### config.mk
export PLATFORM = sky130hd
export DESIGN_NAME = rtsp_header_line_classifier_top_flat
export DESIGN_NICKNAME = d
export VERILOG_FILES = /design/src/rtl/rhlc_pkg.sv /design/src/rtl/rhlc_in_if.sv /design/src/rtl/rhlc_out_if.sv /design/src/rtl/rtsp_header_line_classifier_top.sv /design/src/rtl/rhlc_step.sv /design/src/flat_wrapper.sv
export SDC_FILE = /design/constraint.sdc
export NUM_CORES = 1
export LEC_CHECK = 0
export BUFFER_PORTS_ARGS = -buffer_cell sky130_fd_sc_hd__buf_2
export CORE_ASPECT_RATIO = 1.1
export CORE_MARGIN = 2
export CORE_UTILIZATION = 40
export DETAILED_ROUTE_END_ITERATION = 6
export PLACE_DENSITY_LB_ADDON = 0.25
export SLEW_MARGIN = 25
export SYNTH_ARGS = -nofsm -noshare
export SYNTH_HDL_FRONTEND = slang
export SYNTH_SLANG_ARGS = --single-unit
### constraint.sdc
create_clock -name clk -period 6.64 [get_ports clk]
set_clock_uncertainty 0.15 [all_clocks]
set_input_delay 0.664 -clock clk [delete_from_list [all_inputs] [get_ports clk]]
set_output_delay 0.664 -clock clk [all_outputs]
set_load 0.005 [all_outputs]
### src/rtl/rhlc_pkg.sv
package rhlc_pkg;

	// Character codes
	localparam logic [7:0] CHAR_LF = 8'h0A;
	localparam logic [7:0] CHAR_CR = 8'h0D;
	localparam logic [7:0] CHAR_SPACE = 8'h20;
	localparam logic [7:0] CHAR_TAB = 8'h09;
	localparam logic [7:0] CHAR_VT = 8'h0B;
	localparam logic [7:0] CHAR_FF = 8'h0C;
	localparam logic [7:0] CHAR_COLON = 8'h3A;
	localparam logic [7:0] CHAR_ZERO = 8'h30;
	localparam logic [7:0] CHAR_NINE = 8'h39;

	// Method table, names padded with spaces to the longest name
	localparam int NUM_METHODS = 11;
	localparam int METHOD_CHARS = 13;
	localparam logic [8*METHOD_CHARS-1:0] METHOD_NAMES [NUM_METHODS] = '{
		"DESCRIBE     ", "ANNOUNCE     ", {"GET_", "PARAMETER"}, "OPTIONS      ",
		"PAUSE        ", "PLAY         ", "RECORD       ", "REDIRECT     ",
		"SETUP        ", {"SET_", "PARAMETER"}, "TEARDOWN     "
	};
	localparam logic [3:0] METHOD_LENS [NUM_METHODS] = '{
		4'd8, 4'd8, 4'd13, 4'd7, 4'd5, 4'd4, 4'd6, 4'd8, 4'd5, 4'd13, 4'd8
	};

	localparam int REPLY_LEN = 5;
	localparam logic [8*REPLY_LEN-1:0] REPLY_TAG = "RTSP/";

	// Content-type header name followed by the value being matched
	localparam int CTYPE_HDR_LEN = 13;
	localparam int CTYPE_FULL_LEN = 28;
	localparam logic [8*CTYPE_FULL_LEN-1:0] CTYPE_STR = "CONTENT-TYPE:APPLICATION/SDP";
	localparam logic [4:0] CM_HDR = 5'd13;
	localparam logic [4:0] CM_FULL = 5'd28;
	localparam logic [4:0] CM_OK = 5'd29;
	localparam logic [4:0] CM_FAIL = 5'd30;

	localparam logic [4:0] LINE_POS_MAX = 5'd31;

	typedef enum logic [2:0] {
		CLS_REQUEST = 3'd0,
		CLS_REPLY = 3'd1,
		CLS_BLANK = 3'd2,
		CLS_HEADER = 3'd3,
		CLS_NOT_RTSP = 3'd4
	} line_class_t;

	typedef enum logic [1:0] {
		SCAN_UNDECIDED = 2'd0,
		SCAN_HEADER = 2'd1,
		SCAN_NOT = 2'd2
	} scan_phase_t;

	typedef enum logic [1:0] {
		STAT_TOKEN = 2'd0,
		STAT_GAP = 2'd1,
		STAT_DIGITS = 2'd2,
		STAT_DONE = 2'd3
	} status_phase_t;

	typedef struct packed {
		logic [4:0] line_pos;
		logic [NUM_METHODS-1:0] method_alive;
		logic reply_alive;
		scan_phase_t scan_phase;
		logic [4:0] cm_phase;
		status_phase_t status_phase;
		logic [15:0] status_value;
		logic sdp_flag;
		logic in_body;
		logic after_cr;
	} parse_state_t;

	localparam parse_state_t PARSE_STATE_RESET = '{
		line_pos: 5'd0,
		method_alive: '1,
		reply_alive: 1'b1,
		scan_phase: SCAN_UNDECIDED,
		cm_phase: 5'd0,
		status_phase: STAT_TOKEN,
		status_value: 16'd0,
		sdp_flag: 1'b0,
		in_body: 1'b0,
		after_cr: 1'b0
	};

	typedef struct packed {
		logic line_done;
		line_class_t line_class;
		logic [3:0] method_index;
		logic [15:0] status_code;
		logic sdp_seen;
		logic body_byte;
	} line_result_t;

	function automatic logic [7:0] fold_upper(logic [7:0] c);
		return (c >= 8'h61 && c <= 8'h7A) ? c - 8'd32 : c;
	endfunction

	function automatic logic inline_space(logic [7:0] c);
		return c == CHAR_SPACE || c == CHAR_TAB || c == CHAR_VT || c == CHAR_FF;
	endfunction

	function automatic logic is_tspecial(logic [7:0] c);
		logic r;
		unique case (c)
			8'h28, 8'h29, 8'h3C, 8'h3E, 8'h40, 8'h2C, 8'h3B, 8'h5C,
			8'h22, 8'h2F, 8'h5B, 8'h5D, 8'h3F, 8'h3D, 8'h7B, 8'h7D: r = 1'b1;
			default: r = 1'b0;
		endcase
		return r;
	endfunction

	// Character p of method m (p below the method length)
	function automatic logic [7:0] method_char(logic [3:0] m, logic [3:0] p);
		return METHOD_NAMES[m][8*(METHOD_CHARS-1-int'(p)) +: 8];
	endfunction

	function automatic logic [7:0] reply_char(logic [2:0] p);
		return REPLY_TAG[8*(REPLY_LEN-1-int'(p)) +: 8];
	endfunction

	function automatic logic [7:0] ctype_char(logic [4:0] p);
		return CTYPE_STR[8*(CTYPE_FULL_LEN-1-int'(p)) +: 8];
	endfunction

endpackage

### src/rtl/rhlc_in_if.sv
interface rhlc_in_if;
	logic valid;
	logic ready;
	logic [7:0] data_byte;
	logic last_byte;

	modport source(output valid, data_byte, last_byte, input ready);
	modport sink(input valid, data_byte, last_byte, output ready);
endinterface

### src/rtl/rhlc_out_if.sv
interface rhlc_out_if;
	logic valid;
	logic ready;
	logic line_done;
	logic [2:0] line_class;
	logic [3:0] method_index;
	logic [15:0] status_code;
	logic sdp_seen;
	logic body_byte;

	modport source(output valid, line_done, line_class, method_index, status_code,
		sdp_seen, body_byte, input ready);
	modport sink(input valid, line_done, line_class, method_index, status_code,
		sdp_seen, body_byte, output ready);
endinterface

### src/rtl/rtsp_header_line_classifier_top.sv
// RTSP header line classifier. Takes one message byte per cycle unless the result
// side stalls, and returns one result per byte, in order; a byte is held in the
// input register, then its result in the result register. The parse state (method
// prefix masks, reply tag match, header scan, content-type match and the status
// multiply-add) is updated as each byte moves from the input to the result register.
// Each result is held in an output register, so a stalled consumer does not stop
// the next byte from being taken in until both stages are full.
module rtsp_header_line_classifier_top (
	input logic clk,
	input logic arst_n,
	rhlc_in_if.sink msg,
	rhlc_out_if.source res
);
	import rhlc_pkg::*;

	logic s1_valid_q;
	logic [7:0] data_byte_s1;
	logic last_byte_s1;
	parse_state_t st_q;
	parse_state_t st_next;
	line_result_t step_result;
	logic out_valid_q;
	line_result_t out_q;
	logic adv;

	// Stage 1 moves into the result register when that register frees up
	assign adv = s1_valid_q && (!out_valid_q || res.ready);
	assign msg.ready = !s1_valid_q || adv;

	// Input register
	always_ff @(posedge clk or negedge arst_n) begin
		if (!arst_n) begin
			s1_valid_q <= 1'b0;
		end else if (msg.ready) begin
			s1_valid_q <= msg.valid;
		end
	end

	always_ff @(posedge clk) begin
		if (msg.valid && msg.ready) begin
			data_byte_s1 <= msg.data_byte;
			last_byte_s1 <= msg.last_byte;
		end
	end

	rhlc_step u_step (
		.st(st_q),
		.data_byte(data_byte_s1),
		.last_byte(last_byte_s1),
		.st_next(st_next),
		.result(step_result)
	);

	// Parse state
	always_ff @(posedge clk or negedge arst_n) begin
		if (!arst_n) begin
			st_q <= PARSE_STATE_RESET;
		end else if (adv) begin
			st_q <= st_next;
		end
	end

	// Result register
	always_ff @(posedge clk or negedge arst_n) begin
		if (!arst_n) begin
			out_valid_q <= 1'b0;
		end else if (adv) begin
			out_valid_q <= 1'b1;
		end else if (res.ready) begin
			out_valid_q <= 1'b0;
		end
	end

	always_ff @(posedge clk) begin
		if (adv)
			out_q <= step_result;
	end

	assign res.valid = out_valid_q;
	assign res.line_done = out_q.line_done;
	assign res.line_class = out_q.line_class;
	assign res.method_index = out_q.method_index;
	assign res.status_code = out_q.status_code;
	assign res.sdp_seen = out_q.sdp_seen;
	assign res.body_byte = out_q.body_byte;

	// A byte that ends no line carries no class or status
	assert property (@(posedge clk) disable iff (!arst_n)
		(out_valid_q && !out_q.line_done) |->
			(out_q.line_class == CLS_REQUEST && out_q.status_code == 16'd0
				&& out_q.method_index == 4'd0))
		else $error("classification fields set without a finished line");

	// A finished line flagged as body must be the one that ended the header section
	assert property (@(posedge clk) disable iff (!arst_n)
		(out_valid_q && out_q.line_done && out_q.body_byte) |->
			(out_q.line_class == CLS_NOT_RTSP))
		else $error("body flag on a classified header line");

	// Status only comes with a reply line
	assert property (@(posedge clk) disable iff (!arst_n)
		(out_valid_q && out_q.status_code != 16'd0) |-> (out_q.line_class == CLS_REPLY))
		else $error("status code on a non-reply line");

	// The final byte of a message returns the parser to its reset state
	assert property (@(posedge clk) disable iff (!arst_n)
		(adv && last_byte_s1) |=> (st_q == PARSE_STATE_RESET))
		else $error("state not cleared after last byte");

	// Body mode only ends with the message
	assert property (@(posedge clk) disable iff (!arst_n)
		(adv && st_q.in_body && !last_byte_s1) |=> st_q.in_body)
		else $error("body mode left before end of message");

endmodule

### src/rtl/rhlc_step.sv
// Next-state and result logic for one message byte
module rhlc_step (
	input rhlc_pkg::parse_state_t st,
	input logic [7:0] data_byte,
	input logic last_byte,
	output rhlc_pkg::parse_state_t st_next,
	output rhlc_pkg::line_result_t result
);
	import rhlc_pkg::*;

	logic [7:0] fb;
	logic term;
	parse_state_t fd;
	logic [19:0] status_sum;
	logic found;
	logic [3:0] midx;

	assign fb = fold_upper(data_byte);
	assign term = (data_byte == CHAR_CR) || (data_byte == CHAR_LF);
	assign status_sum = 20'({st.status_value, 3'b000}) + 20'({st.status_value, 1'b0})
		+ 20'(data_byte - CHAR_ZERO);

	// Line state after taking this byte into the line
	always_comb begin
		fd = st;
		for (int i = 0; i < NUM_METHODS; i++) begin
			if (st.line_pos < {1'b0, METHOD_LENS[i]}
					&& fb != method_char(4'(i), st.line_pos[3:0]))
				fd.method_alive[i] = 1'b0;
		end
		if (st.line_pos < 5'(REPLY_LEN) && fb != reply_char(st.line_pos[2:0]))
			fd.reply_alive = 1'b0;

		if (st.scan_phase == SCAN_UNDECIDED) begin
			if (data_byte < 8'h20 || data_byte > 8'h7E || is_tspecial(data_byte))
				fd.scan_phase = SCAN_NOT;
			else if (data_byte == CHAR_COLON)
				fd.scan_phase = SCAN_HEADER;
		end

		// Content-type match progress
		if (st.cm_phase < CM_HDR) begin
			fd.cm_phase = (fb == ctype_char(st.cm_phase)) ? st.cm_phase + 5'd1 : CM_FAIL;
		end else if (st.cm_phase == CM_HDR) begin
			if (data_byte != CHAR_SPACE && data_byte != CHAR_TAB)
				fd.cm_phase = (fb == ctype_char(CM_HDR)) ? CM_HDR + 5'd1 : CM_FAIL;
		end else if (st.cm_phase < CM_FULL) begin
			fd.cm_phase = (fb == ctype_char(st.cm_phase)) ? st.cm_phase + 5'd1 : CM_FAIL;
		end else if (st.cm_phase == CM_FULL) begin
			fd.cm_phase = inline_space(data_byte) ? CM_OK : CM_FAIL;
		end

		// Reply status digits
		unique case (st.status_phase)
			STAT_TOKEN: begin
				if (inline_space(data_byte))
					fd.status_phase = STAT_GAP;
			end
			STAT_GAP, STAT_DIGITS: begin
				if (data_byte >= CHAR_ZERO && data_byte <= CHAR_NINE) begin
					fd.status_value = (|status_sum[19:16]) ? 16'hFFFF : status_sum[15:0];
					fd.status_phase = STAT_DIGITS;
				end else if (!(st.status_phase == STAT_GAP && inline_space(data_byte))) begin
					fd.status_phase = STAT_DONE;
				end
			end
			default: ;
		endcase

		fd.line_pos = (st.line_pos < LINE_POS_MAX) ? st.line_pos + 5'd1 : LINE_POS_MAX;
		if (term)
			fd = st;
	end

	// First live method whose name is complete
	always_comb begin
		found = 1'b0;
		midx = 4'd0;
		for (int i = 0; i < NUM_METHODS; i++) begin
			if (!found && fd.method_alive[i] && fd.line_pos >= {1'b0, METHOD_LENS[i]}) begin
				found = 1'b1;
				midx = 4'(i);
			end
		end
	end

	// Line end handling and classification
	always_comb begin
		st_next = st;
		result = '0;
		result.line_class = CLS_REQUEST;
		if (st.in_body) begin
			result.body_byte = 1'b1;
		end else if (st.after_cr && data_byte == CHAR_LF) begin
			st_next.after_cr = 1'b0;
		end else if (term || last_byte) begin
			result.line_done = 1'b1;
			st_next = PARSE_STATE_RESET;
			st_next.sdp_flag = st.sdp_flag;
			st_next.in_body = st.in_body;
			st_next.after_cr = (data_byte == CHAR_CR);
			priority if (fd.reply_alive && fd.line_pos >= 5'(REPLY_LEN)) begin
				result.line_class = CLS_REPLY;
				result.status_code = fd.status_value;
			end else if (found) begin
				result.line_class = CLS_REQUEST;
				result.method_index = midx;
			end else if (fd.line_pos == 5'd0) begin
				result.line_class = CLS_BLANK;
			end else if (fd.scan_phase == SCAN_HEADER) begin
				result.line_class = CLS_HEADER;
				if (fd.cm_phase == CM_FULL || fd.cm_phase == CM_OK)
					st_next.sdp_flag = 1'b1;
			end else begin
				result.line_class = CLS_NOT_RTSP;
				st_next.in_body = 1'b1;
				result.body_byte = 1'b1;
			end
		end else begin
			st_next = fd;
			st_next.after_cr = 1'b0;
		end
		result.sdp_seen = st_next.sdp_flag;
		if (last_byte)
			st_next = PARSE_STATE_RESET;
	end

endmodule
### src/flat_wrapper.sv
// flat-port wrapper written by rule: the top's interface ports become plain ports
module rtsp_header_line_classifier_top_flat import rhlc_pkg::*;
  (clk, arst_n, msg_valid, msg_data_byte, msg_last_byte, msg_ready, res_valid, res_line_done, res_line_class, res_method_index, res_status_code, res_sdp_seen, res_body_byte, res_ready);
  rhlc_in_if msg_i ();
  rhlc_out_if res_i ();
  input logic clk;
  input logic arst_n;
  input wire logic [$bits(msg_i.valid)-1:0] msg_valid;
  input wire logic [$bits(msg_i.data_byte)-1:0] msg_data_byte;
  input wire logic [$bits(msg_i.last_byte)-1:0] msg_last_byte;
  output wire logic [$bits(msg_i.ready)-1:0] msg_ready;
  output wire logic [$bits(res_i.valid)-1:0] res_valid;
  output wire logic [$bits(res_i.line_done)-1:0] res_line_done;
  output wire logic [$bits(res_i.line_class)-1:0] res_line_class;
  output wire logic [$bits(res_i.method_index)-1:0] res_method_index;
  output wire logic [$bits(res_i.status_code)-1:0] res_status_code;
  output wire logic [$bits(res_i.sdp_seen)-1:0] res_sdp_seen;
  output wire logic [$bits(res_i.body_byte)-1:0] res_body_byte;
  input wire logic [$bits(res_i.ready)-1:0] res_ready;
  assign msg_i.valid = msg_valid;
  assign msg_i.data_byte = msg_data_byte;
  assign msg_i.last_byte = msg_last_byte;
  assign msg_ready = msg_i.ready;
  assign res_valid = res_i.valid;
  assign res_line_done = res_i.line_done;
  assign res_line_class = res_i.line_class;
  assign res_method_index = res_i.method_index;
  assign res_status_code = res_i.status_code;
  assign res_sdp_seen = res_i.sdp_seen;
  assign res_body_byte = res_i.body_byte;
  assign res_i.ready = res_ready;
  rtsp_header_line_classifier_top u_core (.clk(clk), .arst_n(arst_n), .msg(msg_i), .res(res_i));
endmodule
Word level (Yosys, flattened, before mapping)
Index checks and enable logic that the tools add are counted.
{"block": "word_totals", "out_inout_bits": 28, "in_bits": 13, "register_bits": 82, "wordCells": 287}
{"block": "op_classes", "n_lt_le_gt_ge": 21, "n_addsub": 9, "reduce_logical": 84, "n_bitwise": 3, "n_eq_ne": 51, "shifts": 13, "mux": 82}
{"op": "104-bit by 8-bit indexed part select with 8-bit output (first input constant)", "count": 11}
{"op": "224-bit by 9-bit indexed part select with 8-bit output (first input constant)", "count": 1}
{"op": "45-bit two-way mux", "count": 4}
{"op": "8-bit by 6-bit equality test with 1-bit output (second input constant)", "count": 12}
{"op": "8-bit inequality test", "count": 12}
{"op": "16-bit two-way mux", "count": 4}
{"op": "8-bit by 7-bit equality test with 1-bit output (second input constant)", "count": 7}
{"op": "4-bit two-way mux", "count": 11}
{"op": "44-bit two-way mux", "count": 1}
{"op": "1-bit logical AND", "count": 41}
{"op": "8-bit by 4-bit equality test with 1-bit output (second input constant)", "count": 5}
{"op": "5-bit two-way mux", "count": 8}
{"op": "40-bit by 7-bit indexed part select with 8-bit output (first input constant)", "count": 1}
{"op": "1-bit two-way mux", "count": 37}
{"op": "24-bit two-way mux", "count": 1}
{"op": "19-bit by 17-bit adder with 20-bit output", "count": 1}
{"op": "20-bit adder", "count": 1}
{"op": "5-bit by 3-bit greater-or-equal comparator with 1-bit output (second input constant)", "count": 4}
{"op": "5-bit by 3-bit less-than comparator with 1-bit output (second input constant)", "count": 4}
{"op": "2-bit two-way mux", "count": 10}
{"op": "16-bit OR reduction", "count": 1}
{"op": "5-bit equality test (second input constant)", "count": 3}
{"op": "5-bit by 4-bit less-than comparator with 1-bit output (second input constant)", "count": 3}
{"op": "1-bit logical NOT", "count": 12}
{"op": "42 further kinds", "count": 68}

Logic depth before layout (Yosys ltp)
{"block": "depth", "depth_word": 59, "mapped_depth": 20, "mapped_depth_nobuf": 16}

Cells and area by module
From an unflattened synthesis, not the netlist that was laid out.
{"block": "hier_totals", "cells_unflattened": 1206, "hier_area_um2": 10047.1}
{"mod": "rhlc_step", "area_each_um2": 7051.8, "cells_each": 1068, "seq_area_each_um2": 0.0, "instances": 1}
{"mod": "rtsp_header_line_classifier_top", "area_each_um2": 2995.4, "cells_each": 138, "seq_area_each_um2": 2242.2, "instances": 1}

Worst setup path before layout
Ideal clock, no wire load.
{"block": "synth_timing", "path_type": "register -> register", "from": "reg u_core.data_byte_s1[6]", "to": "reg u_core.st_q[17] (netlist bit)", "path_slack_ns": 1.645, "setup_time_ns": 0.136, "period_less_slack_ns": 4.995, "required_ns": 6.354, "path_buffers": 3, "arrival_time_ns": 4.709, "path_stages_with_launch": 17, "path_cell_list": "edfxtp_1 -> clkbuf_1 -> clkbuf_1 -> nor3_1 -> fa_1 -> ha_1 -> o21ai_0 -> a21oi_1 -> nand4_1 -> or3_1 -> a31oi_1 -> xnor2_1 -> o2111ai_1 -> buf_2 -> o21a_1 -> o21ai_0 -> o21ai_0"}
{"block": "synth_via", "elab_chain_cells": 11, "elab_cells_between_ends": 21, "cone_classes": "2 x add/sub; 2 x order compare; 3 x eq/ne; 8 x mux; 6 x reduce/logical"}
{"item": "from (decl)", "line": "rtsp_header_line_classifier_top.sv:17", "text": "logic [7:0] data_byte_s1;"}
{"item": "from (signal assigned)", "line": "rtsp_header_line_classifier_top.sv:41", "text": "data_byte_s1 <= msg.data_byte;"}
{"item": "8-bit by 6-bit subtractor with 9-bit output", "line": "rhlc_step.sv:21", "text": "+ 20'(data_byte - CHAR_ZERO);"}
{"item": "20-bit adder", "line": "rhlc_step.sv:21"}
{"item": "4-bit OR reduction", "line": "rhlc_step.sv:61", "text": "fd.status_value = (|status_sum[19:16]) ? 16'hFFFF : status_sum[15:0];"}
{"item": "16-bit two-way mux", "line": "rhlc_step.sv:61"}
{"item": "16-bit two-way mux", "line": "rhlc_step.sv:60", "text": "if (data_byte >= CHAR_ZERO && data_byte <= CHAR_NINE) begin"}
{"item": "16-bit two-way mux", "line": "rhlc_step.sv:54", "text": "unique case (st.status_phase)"}
{"item": "45-bit two-way mux", "line": "rhlc_step.sv:71", "text": "if (term)"}
{"item": "45-bit two-way mux", "line": "rhlc_step.sv:96", "text": "end else if (term || last_byte) begin"}
{"item": "44-bit two-way mux", "line": "rhlc_step.sv:94", "text": "end else if (st.after_cr && data_byte == CHAR_LF) begin"}
{"item": "45-bit two-way mux", "line": "rhlc_step.sv:92", "text": "if (st.in_body) begin"}
{"item": "45-bit two-way mux", "line": "rhlc_step.sv:124", "text": "if (last_byte)"}
{"item": "to (signal assigned)", "line": "rtsp_header_line_classifier_top.sv:59", "text": "st_q <= st_next;"}
{"item": "to (decl)", "line": "rtsp_header_line_classifier_top.sv:19", "text": "parse_state_t st_q;"}
Several ways; a longest one is shown, not always the timed one. The select of a mux whose other input is x is not followed.
A chain may end at the register's enable or synchronous reset.

Worst setup path after layout
{"block": "layout_timing", "from": "reg u_core.data_byte_s1[5]", "to": "reg u_core.st_q[8] (netlist bit)"}
The elaborated chain is that of the path after synthesis.

==> out/results.ini <==
[layout]
area_growth_pct=5.71
drive_gt1_share_pct=11.1
seq_area_um2=2250
fin_nets=1252
fillers=2398
antennaDiodeCount=0
utilization_pct=43.0
multiInputGateArea_um2=6710

[global_routing]
grt_util_met1_pct=33.6
grt_usage_pct=24.3
gr-total-overflow=0
grt_max_degree=66
met3_usage_pct=4.42
grt_pass1_vias=9090
grt_pass1_wl_um=50400
top_usage_layer=met2
antenna_found_initial=0
grtUsageMet2_pct=37.2

[timing]
rsz0062_at_grt=no
setup_viol=0
final.setup.tns_ps=0
hold_viol=0
max-slew-margin-rel_pct=29.7
fin_ws_ps=1660
slew_violations=0
min_period_ps=4980
holdWs_ps=265
worst_slew_pin_slew_ps=1050
fmax_ghz=0.201
period_share_pct=75.0

[floorplanning]
initial_core_util_pct=40.7
num_io_pins=41
coreArea_um2=23600
die_y_um=167
dieArea_um2=25300
rows=59
die_w_um=152

[worst_setup_path]
end_kind=flip-flop
cp.required_ps=6730
startpoint_type=flip-flop
crit_type=reg2reg
arrival_ps=5080
crit_fanout=12

[power]
peakVddDrop_mv=0.189
power_density_nw_per_um2=240
leakage_nw=4.08
total_power_mw=2.44

[drt]
postRouteAntennaNets=0
drt_iter0_markers=1333
drc=0
via_count=9734
wl_um=31600
drt-vias-per-instance=6.50
first_pass_iters=5
wl_per_cell_um=21.1

[cts]
htreeDepth=3
clk_latency_ps=350
post_cts_buffers=0
ctsResizeCount=0
clockBufferDepth=2
path_clk_slew_ps=70
cts_buffers=9
cts_hold_buf=0
ctsRootBufferMaster=clkbuf_16
cts_sinks=82
cts_tree=done

[yosys]
synth_top_area_share_pct=10.9
synth_seq_cells=82
ys_types=101
synth_cells=1216
synthTopCellsByArea=edfxtp_1, dfrtp_1, o21ai_0
yosys.area.top_type=edfxtp_1
ys.flop_type=edfxtp_1
yosysSeqAreaShare_pct=23.3
synth_nets=1280
synth_area_um2=9620
yosysWarnings=0
synth_edf_count=35
async_flop_share_pct=57.3
synth_area_per_cell_um2=7.91

[place]
place_ws_ps=1710
numPortBuffers=40
finalWeightedCongestion=0.993
dp_hpwl_um=22400

[flow_run]
cap_viol_max_count=0

[worst_hold_path]
hp-class=in2async

[outcome]
outcome=complete, no violations

[final cells by class]
class	instances	share of cell area, %
well taps	305	3.75
inverters	47	1.74
flip-flops and latches	82	22.1
clock buffers	9	2.22
clock inverters	7	0.505
multi-input cells	985	66.0
repair buffers	63	3.67
[cell families (layout without fill, tap and decap cells)]
| family | count (synthesis) | after routing | share of synthesized area (%) |
|---|---|---|---|
| DFF | 82 | 82 | 23.3 |
| and+or+nand+nor | 406 | 406 | 22.6 |
| AOI/OAI and AO/OA | 446 | 446 | 31.4 |
| adders and majority gates | 52 | 52 | 7.91 |
| buffers and inverters | 149 | 126 | 6.96 |
| xor gates and xnor gates | 72 | 72 | 6.89 |
| muxes | 9 | 9 | 0.963 |
[per-layer routing]
metal  wire (um)  part of all wire [%]  vias up
met5           0                     0        -
met4        1210                   3.8        0
met2       14200                    45      478
li1            -                     -     4508
met1       13600                    43     4666
met3        2600                   8.2       82
[through the flow]
stage          instances  instance area [um^2]
2_1_floorplan       1216                  9620
3_3_place_gp        1482                  9890
3_5_place_dp        1482                  9890
4_1_cts             1498                 10200
5_1_grt             1498                 10200
6_report            1498                 10200
[registers in the layout, summed over array words and instances (netlist names), 3 cells and up]
signal / flops
u_core.res.method_index: 4
u_core.res.status_code: 16
u_core.res.line_class: 3
u_core.st_q: 45
u_core.data_byte_s1: 8
[layout by cell type, fill, tap and decap left out, drive strengths merged, types with 12 or more instances in the layout]
cell	n
and2	18
nand3b	12
xnor2	45
a31oi	18
and3	19
dfstp	12
ha	36
nor3	35
o22ai	22
nand2b	20
edfxtp	35
nand2	86
nand3	24
buf	63
a21o	14
dfrtp	35
a21oi	80
inv	47
o31ai	19
o211ai	14
xor2	26
o21a	16
nor2	94
o21ai	124
fa	15
nor2b	16
[worst max-delay path: stages, from the launching register on]
cell and delay (ps):
edfxtp_1 690, ha_1 510, nor3_2 70, buf_4 220, fa_1 450, ha_1 370, o21ai_0 120, a21oi_1 310
nand4_1 120, or3_1 320, a31oi_1 180, xnor2_1 140, o2111ai_1 400, buf_4 340, nor2_1 200, o21ai_0 100
and2_1 180
[cells in the mapped netlist (9+ instances only)]
cell type / number
o21ai_0: 122
nor2_1: 92
nand2_1: 86
a21oi_1: 78
clkbuf_1: 47
xnor2_1: 44
inv_1: 42
ha_1: 36
dfrtp_1: 35
edfxtp_1: 35
buf_2: 34
nor3_1: 34
xor2_1: 26
nand3_1: 23
o22ai_1: 21
nand2b_1: 20
o31ai_1: 19
and3_1: 18
and2_1: 17
a31oi_1: 16
nor2b_1: 16
o21a_1: 16
fa_1: 15
a21o_1: 14
o211ai_1: 14
dfstp_2: 12
nand3b_1: 12
a22oi_1: 11
nor4_1: 11
a211oi_1: 10
a311oi_1: 9
nand4_1: 9
or2_2: 9
or3_1: 9
[final timing paths]
kind                                   startpoint               to  slack, ps  depth (start not counted)
min in group clk                   u_core.st_q[2]   u_core.st_q[2]        330                          2
min                                        arst_n  u_core.st_q[18]        260                          2
max                        u_core.data_byte_s1[5]   u_core.st_q[8]       1660                         16
max reg2reg                u_core.data_byte_s1[5]   u_core.st_q[8]       1660                         16
min reg2reg                        u_core.st_q[2]   u_core.st_q[2]        330                          2
max in group asynchronous                  arst_n  u_core.st_q[40]       5540                          2
[power by group]
group          internal [mW]  leakage, nW  switching [mW]
Combinational          0.462         3.01           0.849
Clock                  0.256        0.134           0.230
Sequential             0.585        0.940          0.0528
Power figures use the tool's default switching activity.
